--- config.mk ---
export PLATFORM = sky130hd
export DESIGN_NAME = utf8_to_utf16_transcoder
export DESIGN_NICKNAME = d
export VERILOG_FILES = /design/src/design/u8u16_pkg.sv /design/src/design/u8u16_front.sv /design/src/design/u8u16_out.sv /design/src/design/utf8_to_utf16_transcoder.sv
export SDC_FILE = /design/constraint.sdc
export NUM_CORES = 1
export LEC_CHECK = 0
export ABC_AREA = 1
export BUFFER_PORTS_ARGS = -buffer_cell sky130_fd_sc_hd__buf_2
export CAP_MARGIN = 5
export CORE_MARGIN = 2
export CORE_UTILIZATION = 44
export CTS_BUF_LIST = sky130_fd_sc_hd__clkbuf_4
export DETAILED_ROUTE_END_ITERATION = 12
export GPL_ROUTABILITY_DRIVEN = 0
export PLACE_DENSITY_LB_ADDON = 0.05
export SYNTH_ARGS = -nofsm -noshare
export SYNTH_HDL_FRONTEND = slang
export SYNTH_SLANG_ARGS = --single-unit
--- constraint.sdc ---
create_clock -name clk -period 4.5 [get_ports clk]
set_input_delay 0 -clock clk [delete_from_list [all_inputs] [get_ports clk]]
set_output_delay 0 -clock clk [all_outputs]
set_load 0.02 [all_outputs]
--- src/design/u8u16_pkg.sv ---
// ----------------------------------------------------------------------------
// u8u16_pkg
// Shared types, constants and the UTF-8 sequence decoder for the transcoder.
// ----------------------------------------------------------------------------
package u8u16_pkg;

    localparam logic [15:0] REPL_CHAR     = 16'hfffd;
    localparam logic [20:0] CP_TWO_MIN    = 21'h000080;
    localparam logic [20:0] CP_THREE_MIN  = 21'h000800;
    localparam logic [20:0] CP_SURR_LO    = 21'h00d800;
    localparam logic [20:0] CP_SURR_HI    = 21'h00dfff;
    localparam logic [20:0] CP_SUPP_MIN   = 21'h010000;
    localparam logic [20:0] CP_MAX        = 21'h10ffff;
    localparam logic [15:0] HIGH_SURR_BASE = 16'hd800;
    localparam logic [15:0] LOW_SURR_BASE  = 16'hdc00;
    localparam int          MAX_RESULTS   = 4;

    // One result beat
    typedef struct packed {
        logic [15:0] code_unit;
        logic        unit_valid;
        logic        text_end;
    } result_t;

    // All results caused by one input byte
    typedef struct packed {
        result_t [MAX_RESULTS-1:0] res;
        logic [2:0]                count;
    } bundle_t;

    // Decoded head sequence: code point and bytes consumed
    typedef struct packed {
        logic [20:0] cp;
        logic [2:0]  len;
    } decode_t;

    // Decode the sequence that starts at b0; absent bytes are zero
    function automatic decode_t decode_head(input logic [7:0] b0, input logic [7:0] b1,
                                            input logic [7:0] b2, input logic [7:0] b3);
        logic [20:0] v2;
        logic [20:0] v3;
        logic [20:0] v4;
        decode_t     d;
        v2 = {10'd0, b0[4:0], b1[5:0]};
        v3 = {5'd0, b0[3:0], b1[5:0], b2[5:0]};
        v4 = {b0[2:0], b1[5:0], b2[5:0], b3[5:0]};
        d.cp  = {5'd0, REPL_CHAR};
        d.len = 3'd1;
        if (b0[7] == 1'b0)
        begin
            d.cp = {13'd0, b0};
        end
        else if (b0[7:5] == 3'b110 && b1 != 8'd0)
        begin
            if (v2 >= CP_TWO_MIN)
            begin
                d.cp  = v2;
                d.len = 3'd2;
            end
        end
        else if (b0[7:4] == 4'b1110 && b1 != 8'd0 && b2 != 8'd0)
        begin
            if (v3 >= CP_THREE_MIN && !(v3 >= CP_SURR_LO && v3 <= CP_SURR_HI))
            begin
                d.cp  = v3;
                d.len = 3'd3;
            end
        end
        else if (b0[7:3] == 5'b11110 && b1 != 8'd0 && b2 != 8'd0 && b3 != 8'd0)
        begin
            if (v4 >= CP_SUPP_MIN && v4 <= CP_MAX)
            begin
                d.cp  = v4;
                d.len = 3'd4;
            end
        end
        return d;
    endfunction

endpackage

--- src/design/u8u16_front.sv ---
// ----------------------------------------------------------------------------
// u8u16_front
// Input register, pending-byte window and single-pass decode of one byte
// into a bundle of up to four results.
// ----------------------------------------------------------------------------
module u8u16_front
    import u8u16_pkg::*;
(
    input  logic        clk,
    input  logic        rst_n,
    input  logic        s_tvalid,
    output logic        s_tready,
    input  logic [7:0]  s_tdata,      // [7:0] in_byte
    output logic        load_valid,
    output bundle_t     load_bundle,
    input  logic        load_ready
);

    logic            in_valid_reg;
    logic            in_valid_next;
    logic [7:0]      in_byte_reg;
    logic [2:0][7:0] pend_reg;
    logic [2:0][7:0] pend_next;
    logic [1:0]      pend_cnt_reg;
    logic [1:0]      pend_cnt_next;
    logic            fire;
    logic [3:0][7:0] win;
    decode_t         d_full;
    decode_t [2:0]   d_drain;
    logic [19:0]     cp_off;

    assign fire       = in_valid_reg && load_ready;
    assign s_tready   = !in_valid_reg || fire;
    assign load_valid = in_valid_reg;

    // Decode candidates: full window, and each drain offset
    assign win        = {in_byte_reg, pend_reg[2], pend_reg[1], pend_reg[0]};
    assign d_full     = decode_head(pend_reg[0], pend_reg[1], pend_reg[2], in_byte_reg);
    assign d_drain[0] = decode_head(pend_reg[0], pend_reg[1], pend_reg[2], 8'd0);
    assign d_drain[1] = decode_head(pend_reg[1], pend_reg[2], 8'd0, 8'd0);
    assign d_drain[2] = decode_head(pend_reg[2], 8'd0, 8'd0, 8'd0);
    assign cp_off     = 20'(d_full.cp - CP_SUPP_MIN);

    // Work out the results and the next window
    always_comb
    begin
        logic [2:0] pos;
        logic [2:0] k;
        logic [2:0] src;
        pend_next     = pend_reg;
        pend_cnt_next = pend_cnt_reg;
        load_bundle   = '0;
        pos           = 3'd0;
        k             = 3'd0;
        src           = 3'd0;
        if (in_byte_reg != 8'd0)
        begin
            if (pend_cnt_reg != 2'd3)
            begin
                // Window still filling: hold the byte, no result
                pend_next[pend_cnt_reg] = in_byte_reg;
                pend_cnt_next           = pend_cnt_reg + 2'd1;
            end
            else
            begin
                if (d_full.cp[20:16] != 5'd0)
                begin
                    load_bundle.res[0] = '{HIGH_SURR_BASE + {6'd0, cp_off[19:10]}, 1'b1, 1'b0};
                    load_bundle.res[1] = '{LOW_SURR_BASE + {6'd0, cp_off[9:0]}, 1'b1, 1'b0};
                    load_bundle.count  = 3'd2;
                end
                else
                begin
                    load_bundle.res[0] = '{d_full.cp[15:0], 1'b1, 1'b0};
                    load_bundle.count  = 3'd1;
                end
                // Drop the consumed bytes, keep the rest in order
                for (int i = 0; i < 3; i++)
                begin
                    src = d_full.len + 3'(i);
                    pend_next[i] = (src < 3'd4) ? win[src[1:0]] : 8'd0;
                end
                pend_cnt_next = 2'(3'd4 - d_full.len);
            end
        end
        else
        begin
            // Terminator: drain the window, then the end marker
            for (int s = 0; s < 3; s++)
            begin
                if (pos < {1'b0, pend_cnt_reg})
                begin
                    load_bundle.res[k[1:0]] = '{d_drain[pos[1:0]].cp[15:0], 1'b1, 1'b0};
                    k   = k + 3'd1;
                    pos = pos + d_drain[pos[1:0]].len;
                end
            end
            load_bundle.res[k[1:0]] = '{16'd0, 1'b0, 1'b1};
            load_bundle.count       = k + 3'd1;
            pend_next               = '0;
            pend_cnt_next           = 2'd0;
        end
    end

    // Input register valid
    always_comb
    begin
        in_valid_next = in_valid_reg;
        if (s_tvalid && s_tready)
        begin
            in_valid_next = 1'b1;
        end
        else if (fire)
        begin
            in_valid_next = 1'b0;
        end
    end

    // Control and window state
    always_ff @(posedge clk or negedge rst_n)
    begin
        if (!rst_n)
        begin
            in_valid_reg <= 1'b0;
            pend_reg     <= '0;
            pend_cnt_reg <= 2'd0;
        end
        else
        begin
            in_valid_reg <= in_valid_next;
            if (fire)
            begin
                pend_reg     <= pend_next;
                pend_cnt_reg <= pend_cnt_next;
            end
        end
    end

    // Capture the incoming beat
    always_ff @(posedge clk)
    begin
        if (s_tvalid && s_tready)
        begin
            in_byte_reg <= s_tdata;
        end
    end

endmodule

--- src/design/u8u16_out.sv ---
// ----------------------------------------------------------------------------
// u8u16_out
// Result register: holds one bundle and sends its results one beat at a time.
// ----------------------------------------------------------------------------
module u8u16_out
    import u8u16_pkg::*;
(
    input  logic        clk,
    input  logic        rst_n,
    input  logic        load_valid,
    input  bundle_t     load_bundle,
    output logic        load_ready,
    output logic        m_tvalid,
    input  logic        m_tready,
    output logic [15:0] m_tdata,      // [15:0] code_unit
    output logic [0:0]  m_tuser,      // [0] unit_valid
    output logic        m_tlast       // text_end
);

    result_t [MAX_RESULTS-1:0] res_reg;
    logic [2:0]                cnt_reg;
    logic [2:0]                cnt_next;
    logic [1:0]                idx_reg;
    logic [1:0]                idx_next;
    logic                      beat;
    logic                      last_beat;
    logic                      load;
    result_t                   cur;

    assign cur        = res_reg[idx_reg];
    assign m_tvalid   = cnt_reg != 3'd0;
    assign m_tdata    = cur.code_unit;
    assign m_tuser[0] = cur.unit_valid;
    assign m_tlast    = cur.text_end;

    assign beat       = m_tvalid && m_tready;
    assign last_beat  = ({1'b0, idx_reg} + 3'd1) == cnt_reg;
    assign load_ready = !m_tvalid || (beat && last_beat);
    assign load       = load_valid && load_ready;

    // Advance through the bundle, reload after its last beat
    always_comb
    begin
        cnt_next = cnt_reg;
        idx_next = idx_reg;
        if (load)
        begin
            cnt_next = load_bundle.count;
            idx_next = 2'd0;
        end
        else if (beat)
        begin
            if (last_beat)
            begin
                cnt_next = 3'd0;
                idx_next = 2'd0;
            end
            else
            begin
                idx_next = idx_reg + 2'd1;
            end
        end
    end

    always_ff @(posedge clk or negedge rst_n)
    begin
        if (!rst_n)
        begin
            cnt_reg <= 3'd0;
            idx_reg <= 2'd0;
        end
        else
        begin
            cnt_reg <= cnt_next;
            idx_reg <= idx_next;
        end
    end

    // Hold the bundle payload
    always_ff @(posedge clk)
    begin
        if (load)
        begin
            res_reg <= load_bundle.res;
        end
    end

endmodule

--- src/design/utf8_to_utf16_transcoder.sv ---
// Path: a byte is held in the input register, then its results in the result
//   register.
// Throughput: one byte per cycle unless the output stalls; a surrogate pair
//   takes two output beats and a zero byte up to four (pending units plus end
//   marker), as the result register sends one beat per cycle under m_tready.
// Reset: asynchronous, clears the pending-byte window and all valid flags.
// ----------------------------------------------------------------------------
// utf8_to_utf16_transcoder
// Streams UTF-8 bytes in and UTF-16 code units out, with an end marker after
// the terminating zero byte.
// ----------------------------------------------------------------------------
module utf8_to_utf16_transcoder
    import u8u16_pkg::*;
(
    input  logic        clk,
    input  logic        rst_n,
    input  logic        s_tvalid,
    output logic        s_tready,
    input  logic [7:0]  s_tdata,      // [7:0] in_byte
    output logic        m_tvalid,
    input  logic        m_tready,
    output logic [15:0] m_tdata,      // [15:0] code_unit
    output logic [0:0]  m_tuser,      // [0] unit_valid
    output logic        m_tlast       // text_end
);

    logic    load_valid;
    logic    load_ready;
    bundle_t load_bundle;

    // Decode stage
    u8u16_front u_front
    (
        .clk         (clk),
        .rst_n       (rst_n),
        .s_tvalid    (s_tvalid),
        .s_tready    (s_tready),
        .s_tdata     (s_tdata),
        .load_valid  (load_valid),
        .load_bundle (load_bundle),
        .load_ready  (load_ready)
    );

    // Result register and beat sequencing
    u8u16_out u_out
    (
        .clk         (clk),
        .rst_n       (rst_n),
        .load_valid  (load_valid),
        .load_bundle (load_bundle),
        .load_ready  (load_ready),
        .m_tvalid    (m_tvalid),
        .m_tready    (m_tready),
        .m_tdata     (m_tdata),
        .m_tuser     (m_tuser),
        .m_tlast     (m_tlast)
    );

endmodule

==> results_dict.tcl <==
set metrics [dict create \
    syn_avg_cell_area_um2 7.31 \
    grt_pass1_vias 7158 \
    rsz0062_at_grt "no" \
    overflow 0 \
    syn_inst 1097 \
    tightest_slew_ns 1.17 \
    grt_max_degree 75 \
    dp_hpwl_um 18900 \
    largest_register_ffs 72 \
    die_h_um 139 \
    hold_viol_final 0 \
    critPathRequiredTime_ns 4.86 \
    finClkSkew_ns 0.0213 \
    postSynth.asyncResetShare_pct 28.6 \
    numClockSinks 112 \
    ys_types 44 \
    post_route_cells_drive_above_1_share_pct 12.4 \
    antenna_found_initial 1 \
    status "complete, no violations" \
    coreArea_um2 17900 \
    antenna_left 0 \
    route.detailed.drc 0 \
    synth_enable_flop_cells 80 \
    dieArea_um2 19300 \
    cap_violations 0 \
    final_max_slew_viol_count 0 \
    die_w_um 139 \
    r2r_setup_slack_ns 0.41 \
    wl_per_cell_um 19.0 \
    max-clock-path-buffers 2 \
    clk_latency_ns 0.51 \
    wirelength_um 25700 \
    port_buffers 31 \
    crit_fanout 17 \
    clkTransAtPathRegs_ns 0.19 \
    syn_nets 1125 \
    yosys.area.top_type "edfxtp_1" \
    final.setup.tns_ns 0 \
    grt_usage_pct 27.0 \
    first_iter_violations 816 \
    min_path_type "primary input to asynchronous set/reset pin" \
    cts_made_buffers 9 \
    fin_crit_sh_pct 90.9 \
    critical_path_class "flip-flop to flip-flop" \
    dr_total_vias 7631 \
    synth.most_common_cell "nand2_1" \
    relSlewSlack_pct 21.7 \
    setup_viol 0 \
    ys_seq_area_share_pct 40.0 \
    syn2layout_area_growth_pct 7.32 \
    synth_top_area_share_pct 30.0 \
    pin_count 32 \
    drt-pass1-iter-count 6 \
    avgViaCountPerCell 5.64 \
    arrival_ns 4.45 \
    row_count 49 \
    min_period_ns 4.09 \
    grt_pass1_wl_um 41100 \
    postCtsSetupRepairBufs 0 \
    synth_area_leaders "edfxtp_1, nand2_1, dfrtp_1, o21ai_0, nor2_1" \
    synth_commonest_cells "nand2_1, nor2_1, o21ai_0, inv_1, nand3_1" \
    htree_levels 3 \
    ys.flop_type "edfxtp_1" \
    fmax_mhz 245 \
    hold_slack_ns 0.0798 \
    cts_tree "yes" \
    initial_core_util_pct 44.8 \
    synth_area_um2 8010 \
    final_nets 1146 \
    start_kind "flip-flop" \
    cp-end-kind "flip-flop" \
    cts_root_buf "clkbuf_4" \
    yosysWarnings 0 \
    ys_seq_elements 112 \
]
cell families (layout without fill, tap and decap cells):
kind of cell    Yosys count  count (layout)  synth area share [%]
compound gates          234             234                  17.0
xor+xnor                  4               4                 0.437
fa+ha+maj                16              16                  2.50
buf+inv                 161             187                  8.56
flops                   112             112                  40.0
other cells               0               1                     0
simple gates            570             570                  31.6
cell type report:
cell class / count / area, µm²
antenna: 1 / 2.50
clock buffer: 10 / 75.1
clock inverter: 6 / 52.6
fill: 1876 / 9300
inverter: 106 / 403
multi-input combinational: 824 / 4130
sequential: 112 / 3210
tap: 229 / 287
timing repair buffer: 65 / 450
final timing paths:
check | start | endpoint | cells after the start
worst max register to register | u_front.pend_reg[21]$_DFFE_PN0P_ | u_out.res_reg[53]$_SDFFCE_PN0P_ | 22
max in group asynchronous | rst_n | u_front.pend_reg[23]$_DFFE_PN0P_ | 2
worst min register to register | u_front.load_valid$_DFFE_PN0P_ | u_front.load_valid$_DFFE_PN0P_ | 2
worst min-delay path | rst_n | u_front.load_valid$_DFFE_PN0P_ | 2
worst max-delay path | u_front.pend_reg[21]$_DFFE_PN0P_ | u_out.res_reg[53]$_SDFFCE_PN0P_ | 22
min in group clk | s_tdata[6] | u_front.in_byte_reg[6]$_DFFE_PP_ | 2
metal layers:
| metal | vias to the layer above | global-route usage [%] | part of all wire [%] |
|---|---|---|---|
| met1 | 3564 | 38.6 | 46 |
| li1 | 3719 | - | - |
| met4 | 0 | 9.30 | 3.0 |
| met2 | 297 | 42.3 | 45 |
| met3 | 51 | 3.59 | 5.7 |
| met5 | - | 0 | 0 |
metrics by stage:
| step | utilization [%] | instances | worst slack (ns) | instance area, µm² |
|---|---|---|---|---|
| 6_report | 48.0 | 1353 | 0.411 | 8600 |
| 4_1_cts | 48.0 | 1351 | 0.306 | 8590 |
| 2_1_floorplan | - | 1097 | 0.457 | 8010 |
| 3_3_place_gp | 46.6 | 1324 | 0.522 | 8350 |
| 3_5_place_dp | 46.6 | 1324 | 0.334 | 8350 |
| 5_1_grt | 48.0 | 1353 | 0.0114 | 8600 |
what timing repair did:
action,CTS,global route
endpoints found under the setup margin,0,33
hold buffers,11,0
gates resized for setup,0,2
hold endpoints to repair,54,0
cell usage in the layout (no fill, tap or decap), types with 15 or more instances in the layout:
master | Yosys | layout
nand2_1 | 285 | 285
nand3_1 | 82 | 82
inv_2 | 15 | 15
edfxtp_1 | 80 | 80
buf_4 | 6 | 22
buf_2 | 7 | 31
ha_1 | 16 | 16
a21oi_1 | 28 | 28
o22ai_1 | 21 | 21
inv_1 | 85 | 85
nor2_1 | 141 | 141
a22oi_1 | 17 | 17
o21ai_0 | 121 | 121
o211ai_1 | 15 | 15
dfrtp_1 | 32 | 30
critical path: stages, from the launching register on:
cell     delay [ns]
dfrtp_1        0.62
nor2_1         0.10
nand2_1        0.11
o21ai_0        0.09
nor2_1         0.26
inv_1          0.21
a21oi_1        0.17
a21oi_1        0.06
ha_1           0.19
ha_1           0.27
nand2_1        0.06
nand2_1        0.10
ha_1           0.20
inv_1          0.04
o21ai_1        0.07
inv_2          0.13
nand3_4        0.23
o21ai_2        0.16
inv_1          0.11
ha_1           0.18
inv_1          0.11
nand4_4        0.29
nor2_1         0.17
Power is not shown: default switching activity piles up to over one toggle a cycle in this logic, so the estimate is an artifact.
